`src/rtl/core/qec_pkg.sv`:
```
// Shared types, codes and constants of the quadrature encoder counter.
package qec_pkg;

   // Datapath widths.
   localparam int COUNT_W = 32;
   localparam int TIME_W  = 32;

   // Command codes of an input word.
   localparam logic [1:0] CMD_SAMPLE     = 2'd0;
   localparam logic [1:0] CMD_ZERO       = 2'd1;
   localparam logic [1:0] CMD_ZERO_INDEX = 2'd2;

   // Configuration register indexes.
   localparam logic [1:0] REG_QUAD_MODE     = 2'd0;
   localparam logic [1:0] REG_COUNTS_PER_REV = 2'd1;
   localparam logic [1:0] REG_INDEX_ENABLE  = 2'd2;
   localparam logic [1:0] REG_STALE_TIMEOUT = 2'd3;

   // Configuration reset values.
   localparam logic        RST_QUAD_MODE     = 1'b1;
   localparam logic [15:0] RST_COUNTS_PER_REV = 16'd2048;
   localparam logic        RST_INDEX_ENABLE  = 1'b0;
   localparam logic [23:0] RST_STALE_TIMEOUT = 24'd150000;

   // Depth of the queue between front and back.
   localparam int QDEPTH = 2;
   localparam int QPTR_W = (QDEPTH > 1) ? $clog2(QDEPTH) : 1;
   localparam int QCNT_W = $clog2(QDEPTH + 1);

   // Shared divider geometry.
   localparam int DIV_NW = 64;
   localparam int DIV_DW = 35;
   localparam int DIV_CW = $clog2(DIV_NW + 1);

   // 256 * 1e6 * 2: Q.8 scaling of counts per microsecond, doubled for rounding.
   localparam logic [28:0] VEL_SCALE = 29'd512000000;

   typedef struct packed {
      logic [1:0]        cmd;
      logic              pin_a;
      logic              pin_b;
      logic              pin_index;
      logic [TIME_W-1:0] now_us;
      logic              velocity_request;
   } req_type;

   typedef struct packed {
      logic signed [COUNT_W-1:0] position_count;
      logic                      index_found;
      logic signed [COUNT_W-1:0] index_offset;
      logic signed [31:0]        counts_per_second;
   } rsp_type;

   typedef struct packed {
      logic        quadrature_mode;
      logic [15:0] counts_per_rev;
      logic        index_enable;
      logic [23:0] stale_timeout_us;
   } cfg_type;

   typedef struct packed {
      req_type req;
      logic    is_sample;
      logic    is_zero;
      logic    is_zero_index;
   } work_type;

   typedef struct packed {
      logic              start;
      logic [DIV_NW-1:0] num;
      logic [DIV_DW-1:0] den;
   } div_req_type;

   typedef struct packed {
      logic              busy;
      logic              done;
      logic [DIV_NW-1:0] quo;
   } div_rsp_type;

endpackage

```
`src/rtl/core/qec_front.sv`:
```
// Input queue of the encoder counter that decodes each command word.
module qec_front (
   input  logic               clock,
   input  logic               reset,
   input  logic               push,
   output logic               full,
   input  qec_pkg::req_type   req_data,
   output logic               work_valid,
   input  logic               work_pop,
   output qec_pkg::work_type  work
);

   qec_pkg::work_type                qbuf_ff [qec_pkg::QDEPTH];
   logic [qec_pkg::QPTR_W-1:0]       wr_ptr_ff, wr_ptr_in;
   logic [qec_pkg::QPTR_W-1:0]       rd_ptr_ff, rd_ptr_in;
   logic [qec_pkg::QCNT_W-1:0]       fill_ff, fill_in;
   qec_pkg::work_type                decoded;
   logic                             do_push;

   assign full       = (fill_ff == qec_pkg::QCNT_W'(qec_pkg::QDEPTH));
   assign work_valid = (fill_ff != '0);
   assign work       = qbuf_ff[rd_ptr_ff];
   assign do_push    = push && !full;

   always_comb begin
      decoded.req           = req_data;
      decoded.is_sample     = (req_data.cmd == qec_pkg::CMD_SAMPLE);
      decoded.is_zero       = (req_data.cmd == qec_pkg::CMD_ZERO);
      decoded.is_zero_index = (req_data.cmd == qec_pkg::CMD_ZERO_INDEX);
   end

   always_comb begin
      wr_ptr_in = wr_ptr_ff;
      rd_ptr_in = rd_ptr_ff;
      fill_in   = fill_ff;
      if (do_push) begin
         wr_ptr_in = (wr_ptr_ff == qec_pkg::QPTR_W'(qec_pkg::QDEPTH - 1)) ? '0
                                                                          : wr_ptr_ff + 1'b1;
      end
      if (work_pop) begin
         rd_ptr_in = (rd_ptr_ff == qec_pkg::QPTR_W'(qec_pkg::QDEPTH - 1)) ? '0
                                                                          : rd_ptr_ff + 1'b1;
      end
      if (do_push && !work_pop) begin
         fill_in = fill_ff + 1'b1;
      end else if (!do_push && work_pop) begin
         fill_in = fill_ff - 1'b1;
      end
   end

   always_ff @(posedge clock) begin
      if (reset) begin
         wr_ptr_ff <= '0;
         rd_ptr_ff <= '0;
         fill_ff   <= '0;
      end else begin
         wr_ptr_ff <= wr_ptr_in;
         rd_ptr_ff <= rd_ptr_in;
         fill_ff   <= fill_in;
      end
   end

   always_ff @(posedge clock) begin
      if (do_push) begin
         qbuf_ff[wr_ptr_ff] <= decoded;
      end
   end

endmodule

```
`src/rtl/core/qec_div.sv`:
```
// Restoring divider, one quotient bit per cycle, shared by alignment and velocity.
module qec_div (
   input  logic                  clock,
   input  logic                  reset,
   input  qec_pkg::div_req_type  div_req,
   output qec_pkg::div_rsp_type  div_rsp
);

   logic                         busy_ff, busy_in;
   logic                         done_ff, done_in;
   logic [qec_pkg::DIV_CW-1:0]   cnt_ff, cnt_in;
   logic [qec_pkg::DIV_DW-1:0]   rem_ff, rem_in;
   logic [qec_pkg::DIV_NW-1:0]   quo_ff, quo_in;
   logic [qec_pkg::DIV_DW-1:0]   den_ff, den_in;
   logic [qec_pkg::DIV_DW:0]     rem_sh;
   logic [qec_pkg::DIV_DW:0]     diff;
   logic                         ge;

   assign rem_sh = {rem_ff, quo_ff[qec_pkg::DIV_NW-1]};
   assign diff   = rem_sh - {1'b0, den_ff};
   assign ge     = (rem_sh >= {1'b0, den_ff});

   always_comb begin
      busy_in = busy_ff;
      done_in = 1'b0;
      cnt_in  = cnt_ff;
      rem_in  = rem_ff;
      quo_in  = quo_ff;
      den_in  = den_ff;
      if (div_req.start) begin
         busy_in = 1'b1;
         cnt_in  = qec_pkg::DIV_CW'(qec_pkg::DIV_NW);
         rem_in  = '0;
         quo_in  = div_req.num;
         den_in  = div_req.den;
      end else if (busy_ff) begin
         rem_in = ge ? diff[qec_pkg::DIV_DW-1:0] : rem_sh[qec_pkg::DIV_DW-1:0];
         quo_in = {quo_ff[qec_pkg::DIV_NW-2:0], ge};
         cnt_in = cnt_ff - 1'b1;
         if (cnt_ff == qec_pkg::DIV_CW'(1)) begin
            busy_in = 1'b0;
            done_in = 1'b1;
         end
      end
   end

   always_ff @(posedge clock) begin
      if (reset) begin
         busy_ff <= 1'b0;
         done_ff <= 1'b0;
         cnt_ff  <= '0;
      end else begin
         busy_ff <= busy_in;
         done_ff <= done_in;
         cnt_ff  <= cnt_in;
      end
   end

   always_ff @(posedge clock) begin
      rem_ff <= rem_in;
      quo_ff <= quo_in;
      den_ff <= den_in;
   end

   assign div_rsp.busy = busy_ff;
   assign div_rsp.done = done_ff;
   assign div_rsp.quo  = quo_ff;

endmodule

```
`src/rtl/core/qec_back.sv`:
```
// Counter state, index alignment and velocity sequencer with the result register.
module qec_back (
   input  logic                  clock,
   input  logic                  reset,
   input  qec_pkg::cfg_type      cfg,
   input  logic                  work_valid,
   output logic                  work_pop,
   input  qec_pkg::work_type     work,
   output qec_pkg::div_req_type  div_req,
   input  qec_pkg::div_rsp_type  div_rsp,
   output logic                  empty,
   input  logic                  pop,
   output qec_pkg::rsp_type      rsp_data
);

   localparam logic [3:0] S_IDLE     = 4'd0;
   localparam logic [3:0] S_ALN_GO   = 4'd1;
   localparam logic [3:0] S_ALN_WAIT = 4'd2;
   localparam logic [3:0] S_ALN_MUL  = 4'd3;
   localparam logic [3:0] S_ALN_FIX  = 4'd4;
   localparam logic [3:0] S_B        = 4'd5;
   localparam logic [3:0] S_VEL      = 4'd6;
   localparam logic [3:0] S_VEL_MUL  = 4'd7;
   localparam logic [3:0] S_VEL_GO   = 4'd8;
   localparam logic [3:0] S_VEL_WAIT = 4'd9;
   localparam logic [3:0] S_VEL_FIN  = 4'd10;
   localparam logic [3:0] S_OUT      = 4'd11;

   localparam int CW = qec_pkg::COUNT_W;
   localparam int TW = qec_pkg::TIME_W;

   logic [3:0]    state_ff, state_in;
   logic          a_level_ff, a_level_in;
   logic          b_level_ff, b_level_in;
   logic          index_level_ff, index_level_in;
   logic [CW-1:0] count_ff, count_in;
   logic          index_seen_ff, index_seen_in;
   logic [CW-1:0] index_count_ff, index_count_in;
   logic [TW-1:0] last_edge_ff, last_edge_in;
   logic [CW-1:0] prev_count_ff, prev_count_in;
   logic [TW-1:0] prev_sample_ff, prev_sample_in;
   logic [TW-1:0] prev_since_ff, prev_since_in;
   logic [31:0]   rate_ff, rate_in;
   logic          rsp_valid_ff, rsp_valid_in;
   qec_pkg::rsp_type  rsp_ff, rsp_in;
   qec_pkg::work_type cur_ff, cur_in;
   logic [CW-1:0] aln_q_ff, aln_q_in;
   logic [CW-1:0] aln_n_ff, aln_n_in;
   logic [TW-1:0] vel_th_ff, vel_th_in;
   logic [TW+1:0] vel_dt_ff, vel_dt_in;
   logic          vel_neg_ff, vel_neg_in;
   logic [CW-1:0] vel_mag_ff, vel_mag_in;
   logic [CW+28:0] vel_prod_ff, vel_prod_in;

   logic          slot_free;
   logic [CW+15:0] aln_prod;

   // Returns {edge seen, step down} for a change on channel A.
   function automatic logic [1:0] a_step(input logic quad, input logic pa,
                                         input logic a_old, input logic b_old,
                                         input logic pb);
      logic [1:0] r;
      r = 2'b00;
      if (quad) begin
         if (pa != a_old) r = {1'b1, (a_old != b_old)};
      end else if (pa && !a_old && !pb) begin
         r = 2'b10;
      end
      return r;
   endfunction

   // Returns {edge seen, step down} for a change on channel B.
   function automatic logic [1:0] b_step(input logic quad, input logic a_new,
                                         input logic b_old, input logic pb);
      logic [1:0] r;
      r = 2'b00;
      if (quad) begin
         if (pb != b_old) r = {1'b1, (a_new == b_old)};
      end else if (pb && !b_old && !a_new) begin
         r = 2'b11;
      end
      return r;
   endfunction

   function automatic logic [CW-1:0] mag(input logic [CW-1:0] v);
      return v[CW-1] ? (CW'(0) - v) : v;
   endfunction

   assign slot_free = !rsp_valid_ff || pop;
   assign aln_prod  = aln_q_ff * cfg.counts_per_rev;

   always_comb begin
      logic [1:0]    st;
      logic [CW-1:0] c1;
      logic [CW-1:0] n;
      logic          fin;
      logic          need_aln;
      logic [TW-1:0] ts;
      logic [TW-1:0] th;
      logic [TW+2:0] dt;
      logic [CW-1:0] dn;
      logic [qec_pkg::DIV_NW-1:0] lim;
      logic [31:0]   v32;

      state_in       = state_ff;
      a_level_in     = a_level_ff;
      b_level_in     = b_level_ff;
      index_level_in = index_level_ff;
      count_in       = count_ff;
      index_seen_in  = index_seen_ff;
      index_count_in = index_count_ff;
      last_edge_in   = last_edge_ff;
      prev_count_in  = prev_count_ff;
      prev_sample_in = prev_sample_ff;
      prev_since_in  = prev_since_ff;
      rate_in        = rate_ff;
      rsp_valid_in   = rsp_valid_ff && !pop;
      rsp_in         = rsp_ff;
      cur_in         = cur_ff;
      aln_q_in       = aln_q_ff;
      aln_n_in       = aln_n_ff;
      vel_th_in      = vel_th_ff;
      vel_dt_in      = vel_dt_ff;
      vel_neg_in     = vel_neg_ff;
      vel_mag_in     = vel_mag_ff;
      vel_prod_in    = vel_prod_ff;
      work_pop       = 1'b0;
      div_req        = '0;
      st             = 2'b00;
      c1             = count_ff;
      n              = '0;
      fin            = 1'b0;
      need_aln       = 1'b0;
      ts             = prev_sample_ff;
      th             = last_edge_ff;
      dt             = '0;
      dn             = '0;
      lim            = '0;
      v32            = '0;

      case (state_ff)
         S_IDLE: begin
            if (work_valid && slot_free) begin
               work_pop = 1'b1;
               cur_in   = work;
               fin      = 1'b1;
               if (work.is_sample) begin
                  st = a_step(cfg.quadrature_mode, work.req.pin_a, a_level_ff, b_level_ff,
                              work.req.pin_b);
                  if (st[1]) begin
                     c1           = st[0] ? (count_ff - 1'b1) : (count_ff + 1'b1);
                     last_edge_in = work.req.now_us;
                  end
                  a_level_in = work.req.pin_a;
                  if (cfg.index_enable) begin
                     index_level_in = work.req.pin_index;
                     if (work.req.pin_index && !index_level_ff) begin
                        if (!index_seen_ff) begin
                           index_seen_in  = 1'b1;
                           index_count_in = c1;
                        end else if (cfg.counts_per_rev != '0) begin
                           need_aln = 1'b1;
                        end
                     end
                  end
                  count_in = c1;
                  if (need_aln) begin
                     fin      = 1'b0;
                     state_in = S_ALN_GO;
                  end else begin
                     st = b_step(cfg.quadrature_mode, work.req.pin_a, b_level_ff,
                                 work.req.pin_b);
                     if (st[1]) begin
                        count_in     = st[0] ? (c1 - 1'b1) : (c1 + 1'b1);
                        last_edge_in = work.req.now_us;
                     end
                     b_level_in = work.req.pin_b;
                  end
               end else if (work.is_zero) begin
                  count_in     = '0;
                  last_edge_in = work.req.now_us;
               end else if (work.is_zero_index) begin
                  count_in      = count_ff - index_count_ff;
                  prev_count_in = count_ff - index_count_ff;
               end
               if (fin) begin
                  if (work.req.velocity_request) begin
                     state_in = S_VEL;
                  end else begin
                     rsp_valid_in             = 1'b1;
                     rsp_in.position_count    = count_in;
                     rsp_in.index_found       = index_seen_in;
                     rsp_in.index_offset      = index_count_in;
                     rsp_in.counts_per_second = rate_ff;
                  end
               end
            end
         end
         S_ALN_GO: begin
            // Nearest multiple, ties away from zero: floor((2m + cpr) / (2 cpr)).
            div_req.start = 1'b1;
            div_req.num   = {31'd0, mag(count_ff), 1'b0} + {48'd0, cfg.counts_per_rev};
            div_req.den   = {18'd0, cfg.counts_per_rev, 1'b0};
            state_in      = S_ALN_WAIT;
         end
         S_ALN_WAIT: begin
            if (div_rsp.done) begin
               aln_q_in = div_rsp.quo[CW-1:0];
               state_in = S_ALN_MUL;
            end
         end
         S_ALN_MUL: begin
            aln_n_in = aln_prod[CW-1:0];
            state_in = S_ALN_FIX;
         end
         S_ALN_FIX: begin
            n             = count_ff[CW-1] ? (CW'(0) - aln_n_ff) : aln_n_ff;
            count_in      = n;
            prev_count_in = n + count_ff - prev_count_ff;
            state_in      = S_B;
         end
         S_B: begin
            st = b_step(cfg.quadrature_mode, cur_ff.req.pin_a, b_level_ff, cur_ff.req.pin_b);
            if (st[1]) begin
               count_in     = st[0] ? (count_ff - 1'b1) : (count_ff + 1'b1);
               last_edge_in = cur_ff.req.now_us;
            end
            b_level_in = cur_ff.req.pin_b;
            state_in   = cur_ff.req.velocity_request ? S_VEL : S_OUT;
         end
         S_VEL: begin
            ts         = cur_ff.req.now_us - prev_sample_ff;
            th         = cur_ff.req.now_us - last_edge_ff;
            dt         = {3'd0, ts} + {3'd0, prev_since_ff} - {3'd0, th};
            dn         = count_ff - prev_count_ff;
            vel_th_in  = th;
            vel_dt_in  = dt[TW+1:0];
            vel_neg_in = dn[CW-1];
            vel_mag_in = mag(dn);
            if ((dn != '0) && !dt[TW+2] && (dt != '0) &&
                ({dt[TW+1:0], 1'b0} > {3'd0, ts})) begin
               state_in = S_VEL_MUL;
            end else begin
               state_in = S_VEL_FIN;
            end
         end
         S_VEL_MUL: begin
            vel_prod_in = vel_mag_ff * qec_pkg::VEL_SCALE;
            state_in    = S_VEL_GO;
         end
         S_VEL_GO: begin
            // Q.8 rate rounded half up: floor((512e6 * |dN| + dt) / (2 dt)).
            div_req.start = 1'b1;
            div_req.num   = {3'd0, vel_prod_ff} + {30'd0, vel_dt_ff};
            div_req.den   = {vel_dt_ff, 1'b0};
            state_in      = S_VEL_WAIT;
         end
         S_VEL_WAIT: begin
            if (div_rsp.done) begin
               lim      = vel_neg_ff ? 64'h0000_0000_8000_0000 : 64'h0000_0000_7FFF_FFFF;
               v32      = (div_rsp.quo > lim) ? lim[31:0] : div_rsp.quo[31:0];
               rate_in  = vel_neg_ff ? (32'd0 - v32) : v32;
               state_in = S_VEL_FIN;
            end
         end
         S_VEL_FIN: begin
            if (vel_th_ff > {8'd0, cfg.stale_timeout_us}) begin
               rate_in = '0;
            end
            prev_sample_in = cur_ff.req.now_us;
            prev_since_in  = vel_th_ff;
            prev_count_in  = count_ff;
            state_in       = S_OUT;
         end
         S_OUT: begin
            if (slot_free) begin
               rsp_valid_in             = 1'b1;
               rsp_in.position_count    = count_ff;
               rsp_in.index_found       = index_seen_ff;
               rsp_in.index_offset      = index_count_ff;
               rsp_in.counts_per_second = rate_ff;
               state_in                 = S_IDLE;
            end
         end
         default: begin
            state_in = S_IDLE;
         end
      endcase
   end

   always_ff @(posedge clock) begin
      if (reset) begin
         state_ff       <= S_IDLE;
         a_level_ff     <= 1'b0;
         b_level_ff     <= 1'b0;
         index_level_ff <= 1'b0;
         count_ff       <= '0;
         index_seen_ff  <= 1'b0;
         index_count_ff <= '0;
         last_edge_ff   <= '0;
         prev_count_ff  <= '0;
         prev_sample_ff <= '0;
         prev_since_ff  <= '0;
         rate_ff        <= '0;
         rsp_valid_ff   <= 1'b0;
      end else begin
         state_ff       <= state_in;
         a_level_ff     <= a_level_in;
         b_level_ff     <= b_level_in;
         index_level_ff <= index_level_in;
         count_ff       <= count_in;
         index_seen_ff  <= index_seen_in;
         index_count_ff <= index_count_in;
         last_edge_ff   <= last_edge_in;
         prev_count_ff  <= prev_count_in;
         prev_sample_ff <= prev_sample_in;
         prev_since_ff  <= prev_since_in;
         rate_ff        <= rate_in;
         rsp_valid_ff   <= rsp_valid_in;
      end
   end

   always_ff @(posedge clock) begin
      rsp_ff      <= rsp_in;
      cur_ff      <= cur_in;
      aln_q_ff    <= aln_q_in;
      aln_n_ff    <= aln_n_in;
      vel_th_ff   <= vel_th_in;
      vel_dt_ff   <= vel_dt_in;
      vel_neg_ff  <= vel_neg_in;
      vel_mag_ff  <= vel_mag_in;
      vel_prod_ff <= vel_prod_in;
   end

   assign empty    = !rsp_valid_ff;
   assign rsp_data = rsp_ff;

   // The divider is only started when it is free.
   a_div_free: assert property (@(posedge clock) disable iff (reset)
      div_req.start |-> !div_rsp.busy)
      else $error("divider started while busy");

   // Words leave the queue only when the sequencer is idle.
   a_pop_idle: assert property (@(posedge clock) disable iff (reset)
      work_pop |-> (state_ff == S_IDLE))
      else $error("queue popped outside idle");

   // A finished item always lands in the result register.
   a_out_lands: assert property (@(posedge clock) disable iff (reset)
      ((state_ff == S_OUT) && slot_free) |=> rsp_valid_ff)
      else $error("result lost on write");

   // Once found, the index stays found until reset.
   a_seen_sticky: assert property (@(posedge clock) disable iff (reset)
      !$past(reset) |-> !$fell(index_seen_ff))
      else $error("index found flag dropped");

endmodule

```
`src/rtl/core/quadrature_encoder_counter.sv`:
```
// Top level of the quadrature encoder counter with index alignment and velocity.
//
//   Channel   Ports                                  Direction  Handshake
//   sample    push, full, req_data                   in         push && !full
//   result    empty, pop, rsp_data                   out        pop && !empty
//   config    csr_valid, csr_ready, csr_index/wdata  in         csr_valid && csr_ready
//
// A pin sample or command word without index alignment or velocity request is handled
// in one pass of the idle state, so such words stream at one per clock while the result
// register is free or being popped. An accepted word passes through the input queue
// and then the result register on its way to the result ports. An index edge that needs
// alignment adds a divider load, the 64-bit quotient of the shared bit-serial divider,
// then the done, multiply, fixup and channel B steps. A velocity request adds setup
// steps, the divider and the stale check, or skips the division when the estimate
// holds without one. Reset is synchronous and active high; it clears all counter state
// and loads the register defaults. The result register and the two-entry input queue
// let either side stall on its own, and configuration writes are always accepted.
module quadrature_encoder_counter (
   input  logic              clock,
   input  logic              reset,
   input  logic              push,
   output logic              full,
   input  qec_pkg::req_type  req_data,
   output logic              empty,
   input  logic              pop,
   output qec_pkg::rsp_type  rsp_data,
   input  logic              csr_valid,
   output logic              csr_ready,
   input  logic [1:0]        csr_index,
   input  logic [23:0]       csr_wdata
);

   // Configuration registers.
   qec_pkg::cfg_type cfg_ff, cfg_in;

   // Front to back word queue.
   logic              work_valid;
   logic              work_pop;
   qec_pkg::work_type work;

   // Divider port.
   qec_pkg::div_req_type div_req;
   qec_pkg::div_rsp_type div_rsp;

   assign csr_ready = 1'b1;

   // Each write updates one register; the unused high data bits are dropped.
   always_comb begin
      cfg_in = cfg_ff;
      if (csr_valid) begin
         case (csr_index)
            qec_pkg::REG_QUAD_MODE:      cfg_in.quadrature_mode  = csr_wdata[0];
            qec_pkg::REG_COUNTS_PER_REV: cfg_in.counts_per_rev   = csr_wdata[15:0];
            qec_pkg::REG_INDEX_ENABLE:   cfg_in.index_enable     = csr_wdata[0];
            qec_pkg::REG_STALE_TIMEOUT:  cfg_in.stale_timeout_us = csr_wdata;
            default: begin
               cfg_in = cfg_ff;
            end
         endcase
      end
   end

   always_ff @(posedge clock) begin
      if (reset) begin
         cfg_ff.quadrature_mode  <= qec_pkg::RST_QUAD_MODE;
         cfg_ff.counts_per_rev   <= qec_pkg::RST_COUNTS_PER_REV;
         cfg_ff.index_enable     <= qec_pkg::RST_INDEX_ENABLE;
         cfg_ff.stale_timeout_us <= qec_pkg::RST_STALE_TIMEOUT;
      end else begin
         cfg_ff <= cfg_in;
      end
   end

   // The front end queues and decodes incoming words.
   qec_front u_front (
      .clock      (clock),
      .reset      (reset),
      .push       (push),
      .full       (full),
      .req_data   (req_data),
      .work_valid (work_valid),
      .work_pop   (work_pop),
      .work       (work)
   );

   // One divider serves both index alignment and the velocity quotient.
   qec_div u_div (
      .clock   (clock),
      .reset   (reset),
      .div_req (div_req),
      .div_rsp (div_rsp)
   );

   // The back end holds the counter state and the result register.
   qec_back u_back (
      .clock      (clock),
      .reset      (reset),
      .cfg        (cfg_ff),
      .work_valid (work_valid),
      .work_pop   (work_pop),
      .work       (work),
      .div_req    (div_req),
      .div_rsp    (div_rsp),
      .empty      (empty),
      .pop        (pop),
      .rsp_data   (rsp_data)
   );

endmodule
```
`config.mk`:
```
export PLATFORM = sky130hd
export DESIGN_NAME = quadrature_encoder_counter
export DESIGN_NICKNAME = d
export VERILOG_FILES = /design/src/rtl/core/qec_pkg.sv /design/src/rtl/core/qec_front.sv /design/src/rtl/core/qec_div.sv /design/src/rtl/core/qec_back.sv /design/src/rtl/core/quadrature_encoder_counter.sv
export SDC_FILE = /design/constraint.sdc
export NUM_CORES = 2
export LEC_CHECK = 0
export ABC_AREA = 1
export BUFFER_PORTS_ARGS = -buffer_cell sky130_fd_sc_hd__buf_4
export CAP_MARGIN = 20
export CORE_MARGIN = 2
export CORE_UTILIZATION = 27
export CTS_BUF_LIST = sky130_fd_sc_hd__clkbuf_2
export CTS_CLUSTER_SIZE = 20
export DETAILED_ROUTE_END_ITERATION = 8
export SYNTH_ARGS = -nofsm -noshare
export SYNTH_HDL_FRONTEND = slang
export SYNTH_SLANG_ARGS = --single-unit
```
`constraint.sdc`:
```
create_clock -name clock -period 6.6 [get_ports clock]
set_input_delay 1.32 -clock clock [delete_from_list [all_inputs] [get_ports clock]]
set_output_delay 1.32 -clock clock [all_outputs]
set_load 0.02 [all_outputs]
```
==> results.py <==
metrics = {
    "yosys": {
        "synth_seq_area_share": 0.281,
        "yosysTopAreaCellShare": 0.198,
        "ys_dominant_reg_cell": "edfxtp_1",
        "synth_cell_types": 83,
        "synth_seq_cells": 841,
        "synth_most_common_cell": "nand2_1",
        "synth.area.top_cells": "edfxtp_1, fa_1, nand2_1, ha_1, dfxtp_1",
        "async_reset_ff_frac": 0,
        "synth_cells": 10298,
        "ys_warn_count": 0,
        "synth.top_cells.by_count": "nand2_1, inv_1, a21oi_1, o21ai_0, nor2_1",
        "synth_nets": 11482,
        "netlist_area_um2": 78300,
        "synth_top_area_cell": "edfxtp_1",
        "syn_area_per_cell_um2": 7.60,
        "synth_edf_count": 517,
    },
    "floorplan": {
        "die_h_um": 542,
        "start_util": 0.272,
        "die_area_um2": 294000,
        "rows": 197,
        "coreArea_um2": 288000,
        "die_w_um": 542,
        "ioPinCount": 169,
    },
    "job": {
        "cap_violations": 0,
    },
    "route": {
        "postRouteAntennaNets": 0,
        "first_iter_violations": 6661,
        "drc": 0,
        "avgViaCountPerCell": 4.86,
        "highest_layer": "met5",
        "wl_met1_mm": 128,
        "wl_met2_mm": 115,
        "dr.pass1.iters": 7,
        "routed_wl_mm": 274,
        "num_vias": 71936,
        "routedWlPerCell_um": 18.5,
        "dr_wl_met3_mm": 23.6,
    },
    "critical_path": {
        "cp-end-kind": "register",
        "worstPathArrival_ns": 7.90,
        "cp_max_fo": 5,
        "path_common_cell": "nand2_1",
        "cp_slowest_cell": "ha_1",
        "slowest_delay_ns": 0.42,
        "required_ns": 8.10,
        "crit_type": "reg2reg",
        "critPathLaunchType": "register",
    },
    "sta": {
        "slew_headroom": 0.194,
        "tightest_slew_ns": 1.20,
        "fin_crit_sh": 0.969,
        "min_period_ns": 6.39,
        "finalHoldViolations": 0,
        "fmax_ghz": 0.156,
        "skew_ns": 0.208,
        "drv_slew": 0,
        "hold_slack_ns": 0.325,
        "setup_viol": 0,
        "rsz0062_at_grt": "true",
    },
    "worst_hold_path": {
        "hp-class": "in2reg",
    },
    "cts": {
        "h-tree-depth": 4,
        "cts_tree": "yes",
        "cts_made_buffers": 231,
        "clk_latency_ns": 1.72,
        "clk_pin_slew_ns": 0.13,
        "cts_sinks": 841,
        "cts.root.buffer_cell": "clkbuf_2",
        "clockBufferDepth": 4,
    },
    "grt": {
        "antenna_found_initial": 19,
        "track_usage": 0.182,
        "grt_pass1_wl_mm": 414,
        "globalRouteOverflowTotal": 0,
        "grt_pass1_vias": 68733,
        "grt_max_degree": 96,
    },
    "outcome": {
        "status": "finished, final reports clean",
    },
    "layout": {
        "seq_area_um2": 22000,
        "nets": 12011,
        "fill_cells": 30964,
        "area_growth_pct": 15.8,
        "drive_above_1_share": 0.130,
        "multi_input_comb_area_um2": 50200,
    },
    "place": {
        "gp_congestion": 0.986,
        "port_buffers": 167,
        "dp_hpwl_mm": 219,
    },
}
## routing by layer
layer | GRT usage | vias to the layer above
met3 | 0.0412 | 416
met1 | 0.260 | 34182
met5 | 0 | -
met2 | 0.271 | 2489
li1 | - | 34841
met4 | 0.0517 | 8
## worst paths after layout
check | from | to | slack (ns) | cells past startpoint
max reg2reg | u_back.prev_sample_ff[0] | u_back.state_ff[0] | 0.21 | 45
max | u_back.prev_sample_ff[0] | u_back.state_ff[0] | 0.21 | 45
min | req_data[31] | u_front.qbuf_ff[1][34] | 0.32 | 2
min reg2reg | u_back.rate_ff[18] | u_back.rsp_data[18] | 0.42 | 0
## layout make-up
type	count	share of cell area
Timing Repair Buffer	634	0.0565
Multi-Input combinational cell	7412	0.553
Antenna cell	5	0.000138
Clock inverter	85	0.00519
Inverter	1707	0.0707
Sequential cell	841	0.243
Clock buffer	340	0.0188
Tap cell	3781	0.0522
## stage by stage
stage / TNS, ns / instance area [µm²] / setup slack [ns] / util / instances
finish: 0 / 90600 / 0.205 / 0.314 / 14805
floorplan: 0 / 78300 / 0.433 / - / 10298
detailed placement: -0.606 / 85700 / -0.209 / 0.297 / 14254
global route: -0.558 / 90600 / -0.207 / 0.314 / 14803
global placement: -0.788 / 85700 / -0.281 / 0.297 / 14253
CTS: 0 / 88700 / 0.000569 / 0.308 / 14751
## cells by family after synthesis
family	share of synthesized area
AOI/OAI and AO/OA	0.144
xor gates and xnor gates	0.0453
adders and majority gates	0.224
buffers and inverters	0.0998
DFF	0.281
other	0.0000479
and+or+nand+nor	0.206
## flip-flops by register name, summed over array words and instances, names as in the netlist, 34 cells and up, named ones only
signal and cells:
u_div.den_ff 34, u_back.vel_dt_ff 34, u_front.qbuf_ff 78, u_div.rem_ff 35
cfg_ff 42, u_back.cur_ff 35, u_div.quo_ff 64, u_back.vel_prod_ff 46
u_back.rsp_data 97
## cells in the final DEF (no fill, tap or decap), types with 319 or more instances in the layout
cell,synthesis,layout
a21oi_1,840,786
buf_4,9,542
clkbuf_2,2,340
dfxtp_1,324,319
edfxtp_1,517,517
fa_1,480,479
ha_1,635,598
inv_1,1649,1623
nand2_1,2348,2273
nand3_1,417,409
nor2_1,704,653
o21ai_0,726,694
## critical path: cells and delay by family (launching register included)
| family | cells | cell delay [ns] |
|---|---|---|
| compound gates | 4 | 0.63 |
| xor+xnor | 3 | 0.43 |
| fa+ha+maj | 5 | 1.50 |
| buf+inv | 5 | 0.43 |
| simple gates | 28 | 2.85 |
| flops | 1 | 0.37 |
## repair_timing
action,4_1_cts,5_1_grt
endpoints found under the hold margin,127,0
gates cloned,0,0
setup endpoints to repair,3,9
buffers inserted,3,45
resized for setup,27,366
pin swaps,7,156
hold buffers,69,0
Power is not shown: default switching activity piles up to over one toggle a cycle in this logic, so the estimate is an artifact.
